File: src/rtl/assert_macros.svh
// assertion macros shared by the rtl
`ifndef ASSERT_MACROS_SVH
`define ASSERT_MACROS_SVH
// implication checked at every clock edge outside reset
`define ASSERT_IMPL(label, clk, rstn, ante, cons) \
    label: assert property (@(posedge clk) disable iff (!rstn) (ante) |-> (cons)) \
        else $error("assertion failed");
// next-cycle implication outside reset
`define ASSERT_NEXT(label, clk, rstn, ante, cons) \
    label: assert property (@(posedge clk) disable iff (!rstn) (ante) |=> (cons)) \
        else $error("assertion failed");
`endif

File: src/rtl/mia_pkg.sv
// shared types and constants for the integer alu
`default_nettype none
package mia_pkg;
    localparam int unsigned XLEN = 32;
    localparam int unsigned CMD_W = 5;
    localparam int unsigned IMM_W = 16;
    localparam int unsigned QDEPTH = 2;

    typedef enum logic [4:0] {
        CMD_ADD = 5'd0, CMD_SUB = 5'd1, CMD_MULT = 5'd2, CMD_DIV = 5'd3,
        CMD_AND = 5'd4, CMD_OR = 5'd5, CMD_XOR = 5'd6, CMD_NOR = 5'd7,
        CMD_SLT = 5'd8, CMD_SLL = 5'd9, CMD_SRL = 5'd10, CMD_SRA = 5'd11,
        CMD_LUI = 5'd12, CMD_ADDI = 5'd13, CMD_SLTI = 5'd14, CMD_SLTIU = 5'd15,
        CMD_ANDI = 5'd16, CMD_ORI = 5'd17, CMD_XORI = 5'd18
    } cmd_t;

    typedef enum logic [1:0] {
        KIND_ALU  = 2'd0,
        KIND_MULT = 2'd1,
        KIND_DIV  = 2'd2,
        KIND_NOP  = 2'd3
    } kind_t;

    // classified item handed from front to back
    typedef struct packed {
        kind_t             kind;
        logic [XLEN-1:0]   result;
        logic [XLEN-1:0]   operand_a;
        logic [XLEN-1:0]   operand_b;
    } work_t;

    typedef struct packed {
        logic [XLEN-1:0] result;
        logic [XLEN-1:0] hi_value;
        logic [XLEN-1:0] lo_value;
        logic            divide_by_zero;
    } res_t;
endpackage
`default_nettype wire

File: src/rtl/mia_front.sv
// front end: accepts items, computes single-cycle ops, classifies mult and div
`default_nettype none
module mia_front (
    input  wire logic                          aclk,
    input  wire logic                          aresetn,
    input  wire logic                          in_valid,
    output logic                               in_ready,
    input  wire logic [mia_pkg::CMD_W-1:0]     cmd,
    input  wire logic [mia_pkg::XLEN-1:0]      a,
    input  wire logic [mia_pkg::XLEN-1:0]      b,
    input  wire logic [mia_pkg::IMM_W-1:0]     imm,
    output logic                               out_valid,
    input  wire logic                          out_ready,
    output mia_pkg::work_t                     out_work
);
    logic                 valid_reg;
    mia_pkg::work_t       work_reg;
    mia_pkg::work_t       work_next;
    logic [31:0]          simm;
    logic [31:0]          zimm;
    logic [4:0]           sh;

    assign simm = {{16{imm[15]}}, imm};
    assign zimm = {16'd0, imm};
    assign sh   = b[4:0];

    always_comb begin
        work_next.kind      = mia_pkg::KIND_ALU;
        work_next.result    = '0;
        work_next.operand_a = a;
        work_next.operand_b = b;
        unique case (cmd)
            mia_pkg::CMD_ADD:   work_next.result = a + b;
            mia_pkg::CMD_SUB:   work_next.result = a - b;
            mia_pkg::CMD_MULT:  work_next.kind = mia_pkg::KIND_MULT;
            mia_pkg::CMD_DIV:   work_next.kind = mia_pkg::KIND_DIV;
            mia_pkg::CMD_AND:   work_next.result = a & b;
            mia_pkg::CMD_OR:    work_next.result = a | b;
            mia_pkg::CMD_XOR:   work_next.result = a ^ b;
            mia_pkg::CMD_NOR:   work_next.result = ~(a | b);
            mia_pkg::CMD_SLT:   work_next.result = {31'd0, $signed(a) < $signed(b)};
            mia_pkg::CMD_SLL:   work_next.result = a << sh;
            mia_pkg::CMD_SRL:   work_next.result = a >> sh;
            mia_pkg::CMD_SRA:   work_next.result = $unsigned($signed(a) >>> sh);
            mia_pkg::CMD_LUI:   work_next.result = {imm, 16'd0};
            mia_pkg::CMD_ADDI:  work_next.result = a + simm;
            mia_pkg::CMD_SLTI:  work_next.result = {31'd0, $signed(a) < $signed(simm)};
            mia_pkg::CMD_SLTIU: work_next.result = {31'd0, a < simm};
            mia_pkg::CMD_ANDI:  work_next.result = a & zimm;
            mia_pkg::CMD_ORI:   work_next.result = a | zimm;
            mia_pkg::CMD_XORI:  work_next.result = a ^ zimm;
            default:            work_next.kind = mia_pkg::KIND_NOP;
        endcase
    end

    assign in_ready  = !valid_reg || out_ready;
    assign out_valid = valid_reg;
    assign out_work  = work_reg;

    always_ff @(posedge aclk) begin
        if (!aresetn) begin
            valid_reg <= 1'b0;
        end else if (in_ready) begin
            valid_reg <= in_valid;
        end
        if (in_ready && in_valid) begin
            work_reg <= work_next;
        end
    end
endmodule
`default_nettype wire

File: src/rtl/mia_queue.sv
// short fifo between front and back
`default_nettype none
module mia_queue (
    input  wire logic             aclk,
    input  wire logic             aresetn,
    input  wire logic             in_valid,
    output logic                  in_ready,
    input  wire mia_pkg::work_t   in_work,
    output logic                  out_valid,
    input  wire logic             out_ready,
    output mia_pkg::work_t        out_work
);
    mia_pkg::work_t   mem_reg [mia_pkg::QDEPTH];
    logic             wptr_reg;
    logic             rptr_reg;
    logic [1:0]       count_reg;
    logic             push;
    logic             pop;

    assign in_ready  = count_reg != 2'(mia_pkg::QDEPTH);
    assign out_valid = count_reg != 2'd0;
    assign out_work  = mem_reg[rptr_reg];
    assign push      = in_valid && in_ready;
    assign pop       = out_valid && out_ready;

    always_ff @(posedge aclk) begin
        if (!aresetn) begin
            wptr_reg  <= 1'b0;
            rptr_reg  <= 1'b0;
            count_reg <= 2'd0;
        end else begin
            if (push) wptr_reg <= !wptr_reg;
            if (pop)  rptr_reg <= !rptr_reg;
            count_reg <= count_reg + 2'(push) - 2'(pop);
        end
        if (push) begin
            mem_reg[wptr_reg] <= in_work;
        end
    end
endmodule
`default_nettype wire

File: src/rtl/mia_back.sv
// back end: holds hi/lo, runs multi-cycle mult and radix-2 divide
`default_nettype none
module mia_back (
    input  wire logic             aclk,
    input  wire logic             aresetn,
    input  wire logic             in_valid,
    output logic                  in_ready,
    input  wire mia_pkg::work_t   in_work,
    output logic                  out_valid,
    input  wire logic             out_ready,
    output mia_pkg::res_t         out_res
);
    typedef enum logic [2:0] {
        ST_IDLE, ST_MUL1, ST_MUL2, ST_DIV, ST_DFIX, ST_OUT
    } state_t;

    state_t          state_reg;
    logic [31:0]     hi_reg;
    logic [31:0]     lo_reg;
    logic [31:0]     res_reg;
    logic            dz_reg;
    logic            na_reg;
    logic            nb_reg;
    logic [31:0]     ma_reg;
    logic [31:0]     mb_reg;
    logic [31:0]     rem_reg;
    logic [31:0]     quo_reg;
    logic [4:0]      cnt_reg;
    logic [63:0]     pll_reg;
    logic [63:0]     plh_reg;
    logic [63:0]     phl_reg;
    logic [63:0]     phh_reg;
    logic [63:0]     prod;
    logic [63:0]     sprod;
    logic [32:0]     rtrial;
    logic [32:0]     rsub;

    assign in_ready  = state_reg == ST_IDLE;
    assign out_valid = state_reg == ST_OUT;
    assign out_res   = '{result: res_reg, hi_value: hi_reg, lo_value: lo_reg,
                         divide_by_zero: dz_reg};

    // magnitude product from 16x16 partials, sign applied after
    assign prod  = pll_reg + (plh_reg << 16) + (phl_reg << 16) + (phh_reg << 32);
    assign sprod = (na_reg != nb_reg) ? (64'd0 - prod) : prod;

    assign rtrial = {rem_reg, quo_reg[31]};
    assign rsub   = rtrial - {1'b0, mb_reg};

    always_ff @(posedge aclk) begin
        if (!aresetn) begin
            state_reg <= ST_IDLE;
            hi_reg    <= '0;
            lo_reg    <= '0;
        end else begin
            unique case (state_reg)
                ST_IDLE: begin
                    if (in_valid) begin
                        res_reg <= in_work.result;
                        dz_reg  <= 1'b0;
                        na_reg  <= in_work.operand_a[31];
                        nb_reg  <= in_work.operand_b[31];
                        ma_reg  <= in_work.operand_a[31] ? 32'd0 - in_work.operand_a
                                                         : in_work.operand_a;
                        mb_reg  <= in_work.operand_b[31] ? 32'd0 - in_work.operand_b
                                                         : in_work.operand_b;
                        unique case (in_work.kind)
                            mia_pkg::KIND_MULT: state_reg <= ST_MUL1;
                            mia_pkg::KIND_DIV: begin
                                if (in_work.operand_b == '0) begin
                                    dz_reg    <= 1'b1;
                                    state_reg <= ST_OUT;
                                end else begin
                                    state_reg <= ST_DIV;
                                end
                            end
                            default: state_reg <= ST_OUT;
                        endcase
                    end
                end
                ST_MUL1: begin
                    pll_reg   <= 64'(ma_reg[15:0] * mb_reg[15:0]);
                    plh_reg   <= 64'(ma_reg[15:0] * mb_reg[31:16]);
                    phl_reg   <= 64'(ma_reg[31:16] * mb_reg[15:0]);
                    phh_reg   <= 64'(ma_reg[31:16] * mb_reg[31:16]);
                    state_reg <= ST_MUL2;
                end
                ST_MUL2: begin
                    hi_reg    <= sprod[63:32];
                    lo_reg    <= sprod[31:0];
                    state_reg <= ST_OUT;
                end
                ST_DIV: begin
                    // quotient bits are stepped below
                end
                ST_DFIX: begin
                    lo_reg    <= (na_reg != nb_reg) ? 32'd0 - quo_reg : quo_reg;
                    hi_reg    <= na_reg ? 32'd0 - rem_reg : rem_reg;
                    state_reg <= ST_OUT;
                end
                ST_OUT: begin
                    if (out_ready) state_reg <= ST_IDLE;
                end
                default: state_reg <= ST_IDLE;
            endcase
            // restoring divide, one quotient bit per cycle
            if (state_reg == ST_IDLE) begin
                cnt_reg <= 5'd0;
                rem_reg <= '0;
                quo_reg <= in_work.operand_a[31] ? 32'd0 - in_work.operand_a
                                                 : in_work.operand_a;
            end else if (state_reg == ST_DIV) begin
                if (rsub[32]) begin
                    rem_reg <= rtrial[31:0];
                    quo_reg <= {quo_reg[30:0], 1'b0};
                end else begin
                    rem_reg <= rsub[31:0];
                    quo_reg <= {quo_reg[30:0], 1'b1};
                end
                cnt_reg <= cnt_reg + 5'd1;
                if (cnt_reg == 5'd31) state_reg <= ST_DFIX;
            end
        end
    end
endmodule
`default_nettype wire

File: src/rtl/mips_integer_alu_core.sv
// top level of the mips32 integer alu with hi/lo
//
// one item in on the s_ channel, one item out on the m_ channel, in order.
// the front stage decodes cmd and computes every single-cycle operation in
// one registered step, then passes the item through a two-entry queue to the
// back end, which owns hi and lo.
// alu and unused codes pass the back end straight to the output;
// mult forms 16x16 partial products, then the sum and sign;
// div runs a restoring divider, one quotient bit per cycle, plus fixup;
// a zero divisor skips the divider and returns with divide_by_zero set.
// flow: the back end takes one item at a time and holds it until the
// result is taken; the front keeps accepting while the queue has room.
// reset: synchronous active-low aresetn clears hi, lo and all valid state.
// stall: when m_tready is low the result is held, the queue fills and then
// s_tready drops; nothing is lost.
`default_nettype none
`include "assert_macros.svh"
module mips_integer_alu_core (
    input  wire logic         aclk,
    input  wire logic         aresetn,
    input  wire logic         s_tvalid,
    output logic              s_tready,
    // cmd[4:0], operand_a[36:5], operand_b[68:37], imm[84:69], zero pad
    input  wire logic [87:0]  s_tdata,
    output logic              m_tvalid,
    input  wire logic         m_tready,
    // result[31:0], hi_value[63:32], lo_value[95:64], divide_by_zero[96], pad
    output logic [103:0]      m_tdata
);
    logic              f_valid;
    logic              f_ready;
    mia_pkg::work_t    f_work;
    logic              q_valid;
    logic              q_ready;
    mia_pkg::work_t    q_work;
    mia_pkg::res_t     res;

    mia_front u_front (
        .aclk(aclk), .aresetn(aresetn),
        .in_valid(s_tvalid), .in_ready(s_tready),
        .cmd(s_tdata[4:0]), .a(s_tdata[36:5]), .b(s_tdata[68:37]),
        .imm(s_tdata[84:69]),
        .out_valid(f_valid), .out_ready(f_ready), .out_work(f_work)
    );

    mia_queue u_queue (
        .aclk(aclk), .aresetn(aresetn),
        .in_valid(f_valid), .in_ready(f_ready), .in_work(f_work),
        .out_valid(q_valid), .out_ready(q_ready), .out_work(q_work)
    );

    mia_back u_back (
        .aclk(aclk), .aresetn(aresetn),
        .in_valid(q_valid), .in_ready(q_ready), .in_work(q_work),
        .out_valid(m_tvalid), .out_ready(m_tready), .out_res(res)
    );

    assign m_tdata = {7'd0, res.divide_by_zero, res.lo_value, res.hi_value, res.result};

    // a result with a zero divisor flag never carries a nonzero register result
    `ASSERT_IMPL(a_dz_result, aclk, aresetn, m_tvalid && m_tdata[96], m_tdata[31:0] == 32'd0)
    // a stalled result keeps its data
    `ASSERT_NEXT(a_hold, aclk, aresetn, m_tvalid && !m_tready, m_tvalid && $stable(m_tdata))
    // the back end takes no new item while a result is pending
    `ASSERT_IMPL(a_one_at_a_time, aclk, aresetn, m_tvalid, !q_ready)
endmodule
`default_nettype wire

File: config.mk
export PLATFORM = sky130hd
export DESIGN_NAME = mips_integer_alu_core
export DESIGN_NICKNAME = d
export VERILOG_FILES = /design/src/rtl/mia_pkg.sv /design/src/rtl/mia_front.sv /design/src/rtl/mia_queue.sv /design/src/rtl/mia_back.sv /design/src/rtl/mips_integer_alu_core.sv
export VERILOG_INCLUDE_DIRS = /design/src /design/src/rtl
export SDC_FILE = /design/constraint.sdc
export NUM_CORES = 2
export LEC_CHECK = 0
export BUFFER_PORTS_ARGS = -buffer_cell sky130_fd_sc_hd__clkbuf_2
export CAP_MARGIN = 10
export CORE_AREA = 2 2 396 398
export CTS_BUF_LIST = sky130_fd_sc_hd__clkbuf_16
export DETAILED_ROUTE_END_ITERATION = 16
export DIE_AREA = 0 0 398 400
export PLACE_DENSITY = 0.66
export SYNTH_ARGS = -nofsm -noshare
export SYNTH_HDL_FRONTEND = slang
export SYNTH_SLANG_ARGS = --single-unit
File: constraint.sdc
create_clock -name aclk -period 16.1 [get_ports aclk]
set_clock_uncertainty 0.15 [all_clocks]
set_input_delay 1.61 -clock aclk [delete_from_list [all_inputs] [get_ports aclk]]
set_output_delay 1.61 -clock aclk [all_outputs]
set_load 0.02 [all_outputs]
# == Word level (Yosys, flattened, before mapping) ==
# Memory sizes are Yosys's and may differ from the RTL's. A register that Yosys moved wholly into a read port is not among the register bits.
# Cells that the tools add are included.
# word_totals
reg_bits,466
mem_bits_rw,196
input_bits,92
out_inout_bits,106
elab_cells,132
n_memories,1
# classes
add_sub_neg,15
multipliers,4
n_lt_le_gt_ge,3
n_eq_ne,28
shifts,3
n_mux,28
bitwise_logic,7
n_reduce_logical,18
# memory_table
memory,words,word_bits,rd,rd_clocked_by_memory_dff,wr,line,rtl
u_queue.mem_reg,2,98,1,1,1,mia_queue.sv:13,mia_pkg::work_t mem_reg [mia_pkg::QDEPTH];
# op_table
op,n
32-bit one-hot mux with 17 select lines,1
32-bit 2-to-1 mux,7
16-bit by 16-bit multiplier with 32-bit output,4
32-bit one-hot mux with 2 select lines,2
"1-bit by 32-bit subtractor with 32-bit output, first input constant",4
32-bit adder,2
64-bit by 48-bit adder with 64-bit output,1
64-bit adder,1
32-bit < comparator,2
64-bit 2-to-1 mux,1
"1-bit by 64-bit subtractor with 64-bit output, first input constant",1
32-bit by 48-bit adder with 49-bit output,1
"5-bit by 4-bit equality test with 1-bit output, second input constant",8
33-bit by 32-bit subtractor with 33-bit output,1
32-bit by 16-bit AND with 32-bit output,1
32-bit AND,1
32-bit logical NOT,1
32-bit by 16-bit < comparator with 1-bit output,1
32-bit NOT,1
32-bit by 16-bit bitwise OR with 32-bit output,1
32-bit bitwise OR,1
32-bit by 5-bit << shifter with 32-bit output,1
32-bit by 5-bit >> shifter with 32-bit output,1
32-bit by 5-bit >>> shifter with 32-bit output,1
34 further kinds,60

# == Longest topological paths before layout ==
# logic_depth
word_depth,8
depth_mapped,31
mapped_depth_nobuf,30

# == Cells and area by module ==
# A second synthesis with hierarchy kept.
# hier_totals
cells_unflattened,8108
hier_area_um2,77277.9
# by_module_without_submodules
mod,n_inst,cells_per_inst,area_per_inst_um2,seq_area_each_um2
mia_back,1,6002,55286.8,10229.8
mia_front,1,1763,14526.4,2962.8
mia_queue,1,335,7408.4,5985.7
mips_integer_alu_core,1,8,56.3,0.0

# == Worst setup path after synthesis ==
# Ideal clock, no wire load.
# synth_timing
kind,input-to-reg
start,in aresetn
end,"reg u_back.phh_reg[0], enable pin"
setup_time_ns,0.798
arrival_time_ns,11.243
required_ns,15.152
slack_ns,3.908
stages,3
path_buffers,1
cell_sequence,clkbuf_1 > nand2_1 > nor3b_1
# synth_via
elab_chain_len,1
# synth_lines
element,line,rtl
"start, declared",mips_integer_alu_core.sv:20,"input wire logic aresetn,"
2-bit AND reduction (no line),n/a,
"end signal, assigned",mia_back.sv:85,phh_reg <= 64'(ma_reg[31:16] * mb_reg[31:16]);
"end, declared",mia_back.sv:32,logic [63:0] phh_reg;
# No other way between the ends.
# A chain may end at the register's enable or synchronous reset.

# == Worst setup path after layout ==
# layout_timing
start,reg u_back.plh_reg[0]
end,reg u_back.hi_reg[27]
# layout_via
elab_chain_len,6
# layout_lines
element,line,rtl
"start, declared",mia_back.sv:30,logic [63:0] plh_reg;
"start signal, assigned",mia_back.sv:83,plh_reg <= 64'(ma_reg[15:0] * mb_reg[31:16]);
32-bit by 48-bit adder with 49-bit output (*),mia_back.sv:44,assign prod = pll_reg + (plh_reg << 16) + (phl_reg << 16) + (phh_reg << 32);
64-bit by 48-bit adder with 64-bit output (*),mia_back.sv:44,
64-bit adder (*),mia_back.sv:44,
1-bit by 64-bit subtractor with 64-bit output,mia_back.sv:45,assign sprod = (na_reg != nb_reg) ? (64'd0 - prod) : prod;
64-bit 2-to-1 mux (*),mia_back.sv:45,
32-bit one-hot mux with 2 select lines (*),mia_back.sv:56,unique case (state_reg)
"end signal, assigned",mia_back.sv:89,hi_reg <= sprod[63:32];
"end signal, assigned",mia_back.sv:98,hi_reg <= na_reg ? 32'd0 - rem_reg : rem_reg;
"end, declared",mia_back.sv:18,logic [31:0] hi_reg;
# Every way passes the cells marked *; elsewhere a longest branch is shown, timed or not.

==> key figures <==
Clock tree
  – Root Driver: clkbuf_16
  – Clk_lat worst skew: 0.68 ns
  – Worst-path clk slew: 0.06 ns
  – Post_cts resized: 0
  – CTS max path bufs: 3
  – Number of post-CTS setup repair buffers: 0
  – TritonCTS clock tree: built
  – TritonCTS Buffers: 75
  – CTS Hold Bufs: 0
  – H-tree depth: 3
  – Sink Count: 663

Detailed routing
  – Met2 wire len: 115000 um
  – Drt first pass iters: 6
  – WL met1: 96300 um
  – Post-route DRC: 0
  – Met3 WL post-DR: 16800 um
  – DR top layer: met5
  – DRT antenna net count: 0
  – Via count: 61.0k
  – Via density per instance: 5.87
  – Avg WL per Cell: 23.3 um
  – Final WL: 243000 um
  – Initial DRC count: 4746

Synthesis
  – Ys async rst share: 0%
  – Predominant post-synthesis flop cell: edfxtp_1
  – Post-synth EDFFs: 590
  – Synth Warn #: 0
  – Syn Inst Count: 8285
  – Yosys reg bits: 663
  – Synthesized area per cell: 9.28 sq um
  – Synth cell types: 110
  – Mapped Area: 0.0769 sq mm
  – Sequential area share after synthesis: 24.9%

Place
  – Pre-CTS setup slack: 7.69 ns
  – Number of I/O port buffers: 187
  – Post-DP HPWL: 184000 um
  – RD Place Congestion: 1.03

Worst setup path
  – Critical path launch point: u_back.plh_reg[0]
  – Worst R2R Start: u_back.plh_reg[0]
  – WP data required: 16.47 ns
  – CP Max Fanout: 9
  – Setup crit end kind: register
  – Worst EP arrival: 8.82 ns
  – Reg-to-reg slack, setup: 7.65 ns
  – WS Path Type: register to register
  – Worst setup SP type: register
  – CP max stage delay: 0.76 ns
  – Crit path max-delay cell type: a21oi_1

STA
  – Post-layout min period: 8.45 ns
  – Slew margin rel.: 21.0%
  – Final Hold Viols: 0
  – F_max: 118 MHz
  – Period Utilization, post-route: 52.5%
  – Pins Over Slew Limit: 0
  – Worst Setup Slack, final: 7.65 ns
  – RSZ-0062 raised after global routing: false
  – Final setup vio count: 0
  – Setup_tns: 0 ns
  – Slew @ Worst Pin: 1.17 ns

Layout
  – Max reg flops: 196
  – Share of layout cells above drive strength 1: 6.67%
  – P&R area growth vs syn: 7.13%
  – Nets: 9880

GRT
  – Total track usage: 30.4%
  – Vias in the first global route: 62.1k
  – Initial antenna violation count: 17
  – Largest net degree at the start of global routing: 73
  – Global-route wire length before repair: 368000 um
  – GR Overflow Total: 0

Floorplanning
  – Core ar.: 0.155 sq mm
  – # rows: 145
  – Top Ports: 198
  – Initial cell density of the core: 49.6%
  – Die height: 400 um
  – Die Footprint: 0.159 sq mm
  – Chip width: 398 um

Worst hold path
  – Worst hold-check path type: register to register
  – Hold Crit Start: u_front.out_work[50]

Run
  – Max-cap violations: 0

Run status
  – Status: complete, no violations
cell usage in the layout (no fill, tap or decap), drive strengths merged, types with 20 or more instances in the layout:
master / count
mux2i: 149
edfxtp: 590
dfxtp: 73
clkbuf: 262
xor2: 126
nand2b: 61
fa: 797
a22oi: 25
o31ai: 41
a31oi: 53
o21a: 39
nand3: 79
ha: 715
inv: 1193
nor2b: 44
nor2: 514
a211oi: 103
and2: 412
o221ai: 24
nor3: 114
nand4: 42
a21o: 126
buf: 133
clkinv: 32
o211ai: 41
xnor2: 292
nand2: 1008
a221oi: 45
and3: 48
o21bai: 41
a21boi: 20
a21oi: 377
o21ai: 329
or3: 41
nor4: 30
mux2: 48
routing by layer:
metal	track usage, %	up-vias
met5	0	-
met4	15.7	8
met3	4.34	593
met2	51.2	2398
met1	38.0	30500
li1	-	27600
cell usage after synthesis, types with 45 or more instances:
cell type	n	area [sq um]
mux2_2	48	541
nor2_1	512	1920
a211oi_1	99	743
and3_1	47	294
nand3_1	78	390
dfxtp_1	73	1460
a21o_1	126	946
a31oi_1	53	332
nand2_1	1008	3780
edfxtp_1	590	17700
a21oi_1	375	1880
a221oi_1	45	394
and2_1	410	2560
o21ai_0	326	1630
nor3_1	113	566
ha_1	715	8950
nand2b_1	61	382
xor2_1	126	1100
fa_1	797	16000
xnor2_1	291	2550
mux2i_1	149	1490
inv_1	1169	4390
clkbuf_1	357	1340
per-stage QoR:
step                      hold slack [ns]  util [%]  std cells  instance area (sq um)
after floorplan                     0.271         -       8291                  76900
after global placement              0.273      51.5      10300                  79900
after detailed placement            0.279      51.5      10300                  79900
after CTS                           0.288      53.1      10400                  82400
after global routing                0.297      53.1      10400                  82400
final                               0.287      53.1      10400                  82400
kinds of logic (layout without fill, tap and decap cells):
group	after synthesis	in the layout	synth area share, %
AO/OA/AOI/OAI	1434	1434	12.1
XOR/XNOR	419	419	4.80
adder cells (fa/ha/maj)	1512	1512	32.4
buffers and inverters	1585	1628	7.85
flip-flops	663	663	24.9
multiplexers	201	201	2.76
other	1	12	0.00488
AND/OR/NAND/NOR	2470	2470	15.2
area by class of cell:
class                      count  area [sq um]
inverter                    1174          4410
tap                         2058          2570
multi-input combinational   6043         51800
fill                       14100         72800
clock inverter                59           533
timing repair buffer         319          1930
sequential                   663         19200
clock buffer                  76          1900
antenna                        5          12.5
final timing paths:
path / end / cells after the start
max: u_back.hi_reg[27] / 28
min: u_queue.mem_reg[0][50] / 0
max reg2reg: u_back.hi_reg[27] / 28
min reg2reg: u_queue.mem_reg[0][50] / 0
critical path: cells and delay by family, from the launching register on:
family,cells,cell delay (ns)
xor gates and xnor gates,1,0.24
muxes,1,0.15
adders and majority gates,4,1.35
and+or+nand+nor,7,1.86
DFF,1,0.36
buffers and inverters,1,0.07
AOI/OAI and AO/OA,14,4.13
Power is left out: the tool's default activity adds up to more than one toggle a clock period on the data nets, which glitch-free logic cannot reach.
